==> src/sv/heater_safety_thermostat_macros.svh <==
// assertion macros for the heater safety thermostat
`ifndef HEATER_SAFETY_THERMOSTAT_MACROS_SVH
`define HEATER_SAFETY_THERMOSTAT_MACROS_SVH

// condition must hold in the same cycle as the trigger
`define HST_ASSERT_SAME(lbl, clk, rst_n, pre, post) \
  lbl: assert property (@(posedge clk) disable iff (!rst_n) (pre) |-> (post)) \
    else $error("heater thermostat check failed");

// condition must hold in the cycle after the trigger
`define HST_ASSERT_NEXT(lbl, clk, rst_n, pre, post) \
  lbl: assert property (@(posedge clk) disable iff (!rst_n) (pre) |=> (post)) \
    else $error("heater thermostat check failed");

`endif

==> src/sv/hst_pkg.sv <==
// types, codes and constants shared by the heater thermostat files
package hst_pkg;

  localparam int WATCHDOG_SECONDS_DEF = 5;
  localparam int OTP_MARGIN           = 640;
  localparam int REACHED_MARGIN       = 128;
  localparam int WD_LEFT_MAX          = 7;

  localparam int CFG_IDX_W  = 2;
  localparam int CFG_DATA_W = 16;

  // fault flag bit positions
  localparam int FLAG_SENSOR    = 0;
  localparam int FLAG_MAXTEMP   = 1;
  localparam int FLAG_PROTECT   = 2;
  localparam int FLAG_WATCHDOG  = 3;
  localparam int FLAG_EMERGENCY = 4;
  localparam int FLAG_W         = 5;

  typedef enum logic [2:0] {
    OP_CONTROL = 3'd0,
    OP_TICK    = 3'd1,
    OP_CLEAR   = 3'd2,
    OP_ESTOP   = 3'd3,
    OP_EXT_OT  = 3'd4
  } hst_op_t;

  typedef enum logic [CFG_IDX_W-1:0] {
    REG_TARGET     = 2'd0,
    REG_HYSTERESIS = 2'd1,
    REG_REGULATION = 2'd2,
    REG_BOIL       = 2'd3
  } hst_reg_t;

  typedef struct packed {
    logic        [2:0]  op;
    logic signed [15:0] heater_temp_a;
    logic signed [15:0] heater_temp_b;
    logic signed [15:0] fluid_temp;
    logic        [2:0]  sensor_fault_bits;
    logic               protect_pin;
  } hst_in_t;

  typedef struct packed {
    logic              heater_on;
    logic [FLAG_W-1:0] fault_flags;
    logic              temp_reached;
    logic [2:0]        watchdog_left;
  } hst_out_t;

  typedef struct packed {
    logic signed [15:0] target_temp;
    logic        [14:0] hysteresis;
    logic               regulation_on;
    logic        [12:0] boil_temp;
  } hst_cfg_t;

endpackage

==> src/sv/hst_stream_if.sv <==
// valid/ready stream channel carrying one word of a given payload type
interface hst_stream_if #(
  parameter type data_t = logic
) ();
  logic  valid;
  logic  ready;
  data_t data;

  modport source (output valid, output data, input ready);
  modport sink   (input valid, input data, output ready);
endinterface

==> src/sv/hst_cfg_regs.sv <==
// configuration register file written through the plain write port
module hst_cfg_regs import hst_pkg::*; (
  input  logic                  clk,
  input  logic                  rst_n,
  input  logic                  cfg_we,
  input  logic [CFG_IDX_W-1:0]  cfg_idx,
  input  logic [CFG_DATA_W-1:0] cfg_wdata,
  output hst_cfg_t              cfg
);

  hst_cfg_t cfg_r, cfg_nxt;

  always_comb begin
    cfg_nxt = cfg_r;
    if (cfg_we) begin
      case (hst_reg_t'(cfg_idx))
        REG_TARGET:     cfg_nxt.target_temp   = cfg_wdata;
        REG_HYSTERESIS: cfg_nxt.hysteresis    = cfg_wdata[14:0];
        REG_REGULATION: cfg_nxt.regulation_on = cfg_wdata[0];
        REG_BOIL:       cfg_nxt.boil_temp     = cfg_wdata[12:0];
        default:        cfg_nxt = cfg_r;
      endcase
    end
  end

  always_ff @(posedge clk) begin
    if (!rst_n) begin
      cfg_r <= '0;
    end else begin
      cfg_r <= cfg_nxt;
    end
  end

  assign cfg = cfg_r;

endmodule

==> src/sv/hst_core.sv <==
// fault flags, watchdog and hysteresis thermostat with their state registers
module hst_core import hst_pkg::*; #(
  parameter int WATCHDOG_SECONDS = WATCHDOG_SECONDS_DEF
) (
  input  logic     clk,
  input  logic     rst_n,
  input  logic     fire,
  input  hst_in_t  item,
  input  hst_cfg_t cfg,
  output hst_out_t result
);

  localparam int WdW = $clog2(WATCHDOG_SECONDS + 1);

  logic [FLAG_W-1:0] fault_r, fault_nxt;
  logic              heater_r, heater_nxt;
  logic [WdW-1:0]    wd_r, wd_nxt;

  logic signed [16:0] ta, tb, tf, hot, tgt, low, hyst_s, boil_s, limit, reach_lim;
  logic [FLAG_W-1:0]  chk, raise;

  assign ta        = {item.heater_temp_a[15], item.heater_temp_a};
  assign tb        = {item.heater_temp_b[15], item.heater_temp_b};
  assign tf        = {item.fluid_temp[15], item.fluid_temp};
  assign tgt       = {cfg.target_temp[15], cfg.target_temp};
  assign hyst_s    = {2'b00, cfg.hysteresis};
  assign boil_s    = {4'b0000, cfg.boil_temp};
  assign limit     = boil_s + 17'(OTP_MARGIN);
  assign reach_lim = boil_s - 17'(REACHED_MARGIN);
  assign low       = tgt - hyst_s;
  assign hot       = (tb > ta) ? tb : ta;

  // sensor fault masks the limit and pin checks
  always_comb begin
    chk = '0;
    if (item.sensor_fault_bits != 3'd0) begin
      chk[FLAG_SENSOR] = 1'b1;
    end else begin
      chk[FLAG_MAXTEMP] = (ta >= limit) || (tb >= limit);
      chk[FLAG_PROTECT] = item.protect_pin;
    end
  end

  always_comb begin
    fault_nxt  = fault_r;
    heater_nxt = heater_r;
    wd_nxt     = wd_r;
    raise      = '0;
    case (hst_op_t'(item.op))
      OP_CONTROL: begin
        raise = chk;
        if ((fault_r | chk) == '0) begin
          wd_nxt = WdW'(WATCHDOG_SECONDS);
          if (cfg.regulation_on) begin
            if (hot >= tgt) begin
              heater_nxt = 1'b0;
            end else if (hot < low) begin
              heater_nxt = 1'b1;
            end
          end
        end
      end
      OP_TICK: begin
        if (wd_r != '0) begin
          wd_nxt = wd_r - WdW'(1);
        end else begin
          raise[FLAG_WATCHDOG] = 1'b1;
        end
      end
      OP_CLEAR: begin
        fault_nxt = '0;
        raise     = chk;
      end
      OP_ESTOP:  raise[FLAG_EMERGENCY] = 1'b1;
      OP_EXT_OT: raise[FLAG_PROTECT]   = 1'b1;
      default: ;
    endcase
    fault_nxt = fault_nxt | raise;
    if (raise != '0) begin
      heater_nxt = 1'b0;
    end
  end

  always_ff @(posedge clk) begin
    if (!rst_n) begin
      fault_r  <= '0;
      heater_r <= 1'b0;
      wd_r     <= WdW'(WATCHDOG_SECONDS);
    end else if (fire) begin
      fault_r  <= fault_nxt;
      heater_r <= heater_nxt;
      wd_r     <= wd_nxt;
    end
  end

  always_comb begin
    result.heater_on    = heater_nxt;
    result.fault_flags  = fault_nxt;
    result.temp_reached = (item.sensor_fault_bits == 3'd0) && (tf >= reach_lim);
    if (32'(wd_nxt) > 32'(WD_LEFT_MAX)) begin
      result.watchdog_left = 3'(WD_LEFT_MAX);
    end else begin
      result.watchdog_left = 3'(wd_nxt);
    end
  end

endmodule

==> src/sv/heater_safety_thermostat.sv <==
// Heater safety thermostat: takes one word per clock unless out_s stalls it and
// returns exactly one result word per input word. Each word passes an input
// register, then the flag, watchdog and thermostat logic updates the state and
// fills the result register, from which the result word is offered on out_s;
// with out_s.ready held high the block sustains one word per cycle.
// Configuration writes act on the next cycle and should be made while the block
// holds no word. After reset the flags are clear, the heater is off and the
// watchdog holds WATCHDOG_SECONDS.
`include "heater_safety_thermostat_macros.svh"

module heater_safety_thermostat import hst_pkg::*; #(
  parameter int WATCHDOG_SECONDS = WATCHDOG_SECONDS_DEF
) (
  input  logic                  clk,
  input  logic                  rst_n,
  hst_stream_if.sink            in_s,
  hst_stream_if.source          out_s,
  input  logic                  cfg_we,
  input  logic [CFG_IDX_W-1:0]  cfg_idx,
  input  logic [CFG_DATA_W-1:0] cfg_wdata
);

  localparam int WdLeftBound = (WATCHDOG_SECONDS > WD_LEFT_MAX) ? WD_LEFT_MAX :
                               WATCHDOG_SECONDS;

  hst_cfg_t cfg;
  hst_out_t core_res;

  logic     s1_valid_r, s1_valid_nxt;
  hst_in_t  s1_item_r;
  logic     out_valid_r, out_valid_nxt;
  hst_out_t out_data_r;
  logic     out_load, in_fire;

  hst_cfg_regs u_cfg (
    .clk       (clk),
    .rst_n     (rst_n),
    .cfg_we    (cfg_we),
    .cfg_idx   (cfg_idx),
    .cfg_wdata (cfg_wdata),
    .cfg       (cfg)
  );

  hst_core #(
    .WATCHDOG_SECONDS (WATCHDOG_SECONDS)
  ) u_core (
    .clk    (clk),
    .rst_n  (rst_n),
    .fire   (out_load),
    .item   (s1_item_r),
    .cfg    (cfg),
    .result (core_res)
  );

  // the held word moves on whenever the result register is free or draining
  assign out_load   = s1_valid_r && (!out_valid_r || out_s.ready);
  assign in_s.ready = !s1_valid_r || out_load;
  assign in_fire    = in_s.valid && in_s.ready;

  always_comb begin
    s1_valid_nxt = s1_valid_r;
    if (in_fire) begin
      s1_valid_nxt = 1'b1;
    end else if (out_load) begin
      s1_valid_nxt = 1'b0;
    end
    out_valid_nxt = out_valid_r;
    if (out_load) begin
      out_valid_nxt = 1'b1;
    end else if (out_s.ready) begin
      out_valid_nxt = 1'b0;
    end
  end

  always_ff @(posedge clk) begin
    if (!rst_n) begin
      s1_valid_r  <= 1'b0;
      out_valid_r <= 1'b0;
    end else begin
      s1_valid_r  <= s1_valid_nxt;
      out_valid_r <= out_valid_nxt;
    end
  end

  always_ff @(posedge clk) begin
    if (in_fire) begin
      s1_item_r <= in_s.data;
    end
    if (out_load) begin
      out_data_r <= core_res;
    end
  end

  assign out_s.valid = out_valid_r;
  assign out_s.data  = out_data_r;

  `HST_ASSERT_SAME(a_flag_forces_off, clk, rst_n,
    out_valid_r && (out_data_r.fault_flags != '0), !out_data_r.heater_on)
  `HST_ASSERT_SAME(a_full_stall_blocks_input, clk, rst_n,
    s1_valid_r && out_valid_r && !out_s.ready, !in_s.ready)
  `HST_ASSERT_SAME(a_watchdog_bound, clk, rst_n,
    out_valid_r, 32'(out_data_r.watchdog_left) <= 32'(WdLeftBound))
  `HST_ASSERT_NEXT(a_load_shows_word, clk, rst_n, out_load, out_valid_r)

endmodule

==> src/flat_wrapper.sv <==
// flat-port wrapper written by rule: the top's interface ports become plain ports
module heater_safety_thermostat_flat import hst_pkg::*;
#(
  parameter int WATCHDOG_SECONDS = WATCHDOG_SECONDS_DEF
)
  (clk, rst_n, cfg_we, cfg_idx, cfg_wdata, in_s_valid, in_s_data, in_s_ready, out_s_valid, out_s_data, out_s_ready);
  hst_stream_if #(.data_t(hst_in_t)) in_s_i ();
  hst_stream_if #(.data_t(hst_out_t)) out_s_i ();
  input  logic clk;
  input  logic rst_n;
  input  logic cfg_we;
  input  logic [CFG_IDX_W-1:0] cfg_idx;
  input  logic [CFG_DATA_W-1:0] cfg_wdata;
  input wire logic [$bits(in_s_i.valid)-1:0] in_s_valid;
  input wire logic [$bits(in_s_i.data)-1:0] in_s_data;
  output wire logic [$bits(in_s_i.ready)-1:0] in_s_ready;
  output wire logic [$bits(out_s_i.valid)-1:0] out_s_valid;
  output wire logic [$bits(out_s_i.data)-1:0] out_s_data;
  input wire logic [$bits(out_s_i.ready)-1:0] out_s_ready;
  assign in_s_i.valid = in_s_valid;
  assign in_s_i.data = in_s_data;
  assign in_s_ready = in_s_i.ready;
  assign out_s_valid = out_s_i.valid;
  assign out_s_data = out_s_i.data;
  assign out_s_i.ready = out_s_ready;
  heater_safety_thermostat #(.WATCHDOG_SECONDS(WATCHDOG_SECONDS)) u_core (.clk(clk), .rst_n(rst_n), .in_s(in_s_i), .out_s(out_s_i), .cfg_we(cfg_we), .cfg_idx(cfg_idx), .cfg_wdata(cfg_wdata));
endmodule
==> config.mk <==
export PLATFORM = sky130hd
export DESIGN_NAME = heater_safety_thermostat_flat
export DESIGN_NICKNAME = d
export VERILOG_FILES = /design/src/sv/hst_pkg.sv /design/src/sv/hst_stream_if.sv /design/src/sv/hst_cfg_regs.sv /design/src/sv/hst_core.sv /design/src/sv/heater_safety_thermostat.sv /design/src/flat_wrapper.sv
export VERILOG_INCLUDE_DIRS = /design/src /design/src/sv
export SDC_FILE = /design/constraint.sdc
export NUM_CORES = 1
export LEC_CHECK = 0
export BUFFER_PORTS_ARGS = -buffer_cell sky130_fd_sc_hd__buf_2
export CAP_MARGIN = 40
export CORE_ASPECT_RATIO = 1.1
export CORE_MARGIN = 10
export CORE_UTILIZATION = 35
export CTS_BUF_LIST = sky130_fd_sc_hd__clkbuf_8
export CTS_CLUSTER_DIAMETER = 80
export DETAILED_ROUTE_END_ITERATION = 8
export SYNTH_ARGS = -nofsm -noshare
export SYNTH_HDL_FRONTEND = slang
export SYNTH_SLANG_ARGS = --single-unit
==> constraint.sdc <==
create_clock -name clk -period 4.7 [get_ports clk]
set_input_delay 0.94 -clock clk [delete_from_list [all_inputs] [get_ports clk]]
set_output_delay 0.94 -clock clk [all_outputs]
set_load 0.02 [all_outputs]
==> implementation parameters <==
Parameter                              Value

GRT
  Antenna violations before repair    1
  Wire length of the first global-routing pass    31800 um
  Remaining global-route overflow    0
  GRT Util Overall    14.2%
  Number of global-route vias before repair    6089
  Largest net degree at the start of global routing    34

Detailed routing
  Number of nets still failing antenna checks after routing    0
  Remaining design rule violation count    0
  Vias per inst    4.98
  Final WL    19700 um
  Number of search-and-repair iterations in the first detailed-routing pass    5
  Average routed wire per standard cell    16.4 um
  Via Count    5996
  Number of DRC markers in iteration 0    352

Clock tree
  Hold-fix buffers, CTS    0
  Cell at the root of the clock tree    clkbuf_8
  CTS clk-pin slew, worst paths    0.08 ns
  TritonCTS clock tree    yes
  Deepest level of the CTS H-tree    4
  Later-pin clock latency in the skew report    0.45 ns
  Num CTS Buffers    17
  Maximum buffer depth of the clock tree    2
  Clock tree sinks    121

Logic synthesis
  Post-synth EDFFs    65
  Register bit total from synthesis    121
  Most instantiated library cell after synthesis    nand2_1
  Cells after synthesis    810
  Synthesized area divided by synthesized cell count    9.47 um2
  Post-synth top area share    25.4%
  Total nets after synthesis    998
  Most instantiated cells after synthesis    130 x nand2_1, 109 x ha_1, 75 x inv_1
  Number of warnings issued by yosys    0
  Seq/Total Area, Yosys    40.1%
  Proportion of register bits with asynchronous set or reset after synthesis    0%
  Prevailing post-synth register cell    edfxtp_1
  Post-synth cell types    62
  Area of the mapped netlist    7670 um2
  Synth area leaders    edfxtp_1 25%, ha_1 18%, dfxtp_1 15%
  Cell type contributing the most total cell area after synthesis    edfxtp_1

Placed design
  Post-detail-place hpwl    15800 um
  Placement-stage cell area    8460 um2
  # placed instances    1171
  Final GP Congestion    0.901
  Place WS    0.219 ns
  PortBufs    89

Critical path
  Data required, critical path    4.89 ns
  Worst path cell trace    inv_1 -> ha_1 -> inv_1 -> fa_1 -> a21o_1 -> a21oi_2 -> o21bai_1 -> a2111oi_2 -> nor3_2 -> a41o_1 -> o211a_1 -> o21ai_0 -> a21oi_1 -> ha_1 -> nand4b_1 -> nor3_1 -> inv_1 -> nor4_1 -> a311o_1 -> nor3b_2
  Worst Path Arrival    4.63 ns
  Kind of end point of the critical path    flip-flop
  Cell repeated most along the worst path    inv_1
  Setup Crit Path Kind    reg2reg
  Family with the most delay on the worst path    compound AO/OA/AOI/OAI gates
  Worst-path cell with the longest stage delay    fa_1
  Max FO, Critical Path    3
  Critical path startpoint category    flip-flop
  WP buf/inv    3
  Peak per-stage delay on the critical path    0.40 ns

Floorplanning
  Die area    28200 um2
  Vertical extent of the die    175 um
  Num ports    90
  Area of the placeable core    21400 um2
  Die Width    161 um
  Number of rows created at floorplan    56
  Effective utilization at floorplan    35.8%

Timing
  Shortest period the worst path allows    4.44 ns
  Final WS setup    0.263 ns
  Setup TNS Final    0 ns
  Fin Clk Skew    0.0102 ns
  Hold Slack    0.464 ns
  Measured slew at the worst slew-check pin    0.799 ns
  Max Transition Viols Final    0
  Share of the cycle needed by the critical path after routing    94.4%
  Achievable clock frequency    0.225 GHz
  Final Setup Violations    0
  Hold Fails Final Rpt    0
  Max_slew headroom    46.1%

Run
  Reported max-cap violation count    0

Power
  Sum of internal, switching and leakage power    2.69 mW
  Static power due to leakage    3.62 nW
  Power density of the placed cells    304 nW/um2
  Peak ir drop on the vdd network    0.155 mV

Finish
  Layout cell share with drive strength beyond 1    16.9%
  Number of standard cells in the final layout excluding fillers    1203
  Net total in the final layout    1088
  Fraction of the core area covered by cells at the end of the flow    41.3%
  Filler cells    2207
  Synth-to-Final Area Change    15.4%
  Antenna cell count    0
  Final cell area excluding filler cells    8850 um2

Min path
  Class of the worst hold path    reg2reg

Status
  Outcome    finished clean
==> power breakdown <==
| part | switching, mW | total [mW] | internal, mW |
|---|---|---|---|
| Sequential | 0.0402 | 1.21 | 1.17 |
| Clock | 0.436 | 0.898 | 0.461 |
| Combinational | 0.320 | 0.585 | 0.265 |
==> final timing paths <==
| kind | start | depth (start not counted) | end | slack (ns) |
|---|---|---|---|---|
| hold / removal | u_core.u_cfg.cfg[22]$_SDFFE_PN0P_ | 2 | u_core.u_cfg.cfg[22]$_SDFFE_PN0P_ | 0.46 |
| setup reg to reg | u_core.u_cfg.cfg[29]$_SDFFE_PN0P_ | 20 | u_core.out_s.data[9]$_DFFE_PP_ | 0.26 |
| setup / recovery | u_core.u_cfg.cfg[29]$_SDFFE_PN0P_ | 20 | u_core.out_s.data[9]$_DFFE_PP_ | 0.26 |
| hold reg to reg | u_core.u_cfg.cfg[22]$_SDFFE_PN0P_ | 2 | u_core.u_cfg.cfg[22]$_SDFFE_PN0P_ | 0.46 |
==> kinds of logic (layout without fill, tap and decap cells) <==
logic type | count (synthesis) | count (layout) | share of synthesized area, %
compound gates | 181 | 181 | 16.4
xor+xnor | 18 | 18 | 2.06
fa+ha+maj | 110 | 110 | 18.0
buf+inv | 97 | 200 | 4.75
flops | 121 | 121 | 40.1
mux | 18 | 18 | 2.59
simple gates | 265 | 265 | 16.1
==> per-layer routing <==
| metal | vias to the layer above | wire [um] | track usage [%] |
|---|---|---|---|
| li1 | 3082 | - | - |
| met1 | 2786 | 8840 | 17.0 |
| met2 | 100 | 9760 | 24.3 |
| met3 | 26 | 659 | 3.09 |
| met4 | 2 | 455 | 5.39 |
| met5 | - | 11 | 0 |
==> sequential cells by signal, summed over array words and instances (netlist names) <==
register	count
u_core.s1_valid_r	1
u_core.u_core.wd_r	3
u_core.out_s.data	10
u_core.s1_item_r	55
u_core.out_s.valid	1
u_core.u_core.fault_r	5
u_core.u_cfg.cfg	45
u_core.u_core.heater_r	1
==> worst reg2reg max path, cell delays in order (launching register included) <==
cell       delay, ns
dfxtp_1         0.33
inv_1           0.06
ha_1            0.16
inv_1           0.06
fa_1            0.40
a21o_1          0.19
a21oi_2         0.17
o21bai_1        0.12
a2111oi_2       0.37
nor3_2          0.13
a41o_1          0.27
o211a_1         0.25
o21ai_0         0.23
a21oi_1         0.13
ha_1            0.32
nand4b_1        0.12
nor3_1          0.22
inv_1           0.10
nor4_1          0.30
a311o_1         0.21
nor3b_2         0.06
==> cells in the final DEF (no fill, tap or decap), drive strengths merged, types with 4 or more instances in the layout <==
master	netlist	layout
nor4	4	4
o21ai	29	29
o21a	11	11
nor3	19	19
buf	0	93
clkbuf	22	17
nor2	36	36
a21o	12	12
ha	109	109
nor2b	14	14
edfxtp	65	65
nand2b	9	9
clkinv	0	6
nor3b	5	5
inv	75	79
a21oi	36	36
mux2	15	15
dfxtp	56	56
xnor2	10	10
nand2	130	130
nand4	13	13
o211a	4	4
and2	5	5
o31ai	6	6
nand3	14	14
xor2	8	8
a21boi	47	47
==> layout make-up <==
| cell class | count | area (um2) | share of cell area, % |
|---|---|---|---|
| clock inverters | 15 | 135 | 1.53 |
| multi-input cells | 592 | 4260 | 48.2 |
| inverters | 75 | 282 | 3.18 |
| repair buffers | 93 | 503 | 5.68 |
| flip-flops and latches | 121 | 3070 | 34.7 |
| clock buffers | 17 | 234 | 2.64 |
| well taps | 290 | 363 | 4.10 |
==> repair_timing <==
action                                  CTS  global route
endpoints found under the setup margin    0             2
setup buffers                             0             0
resized for setup                         0             6
Power figures use the tool's default switching activity.
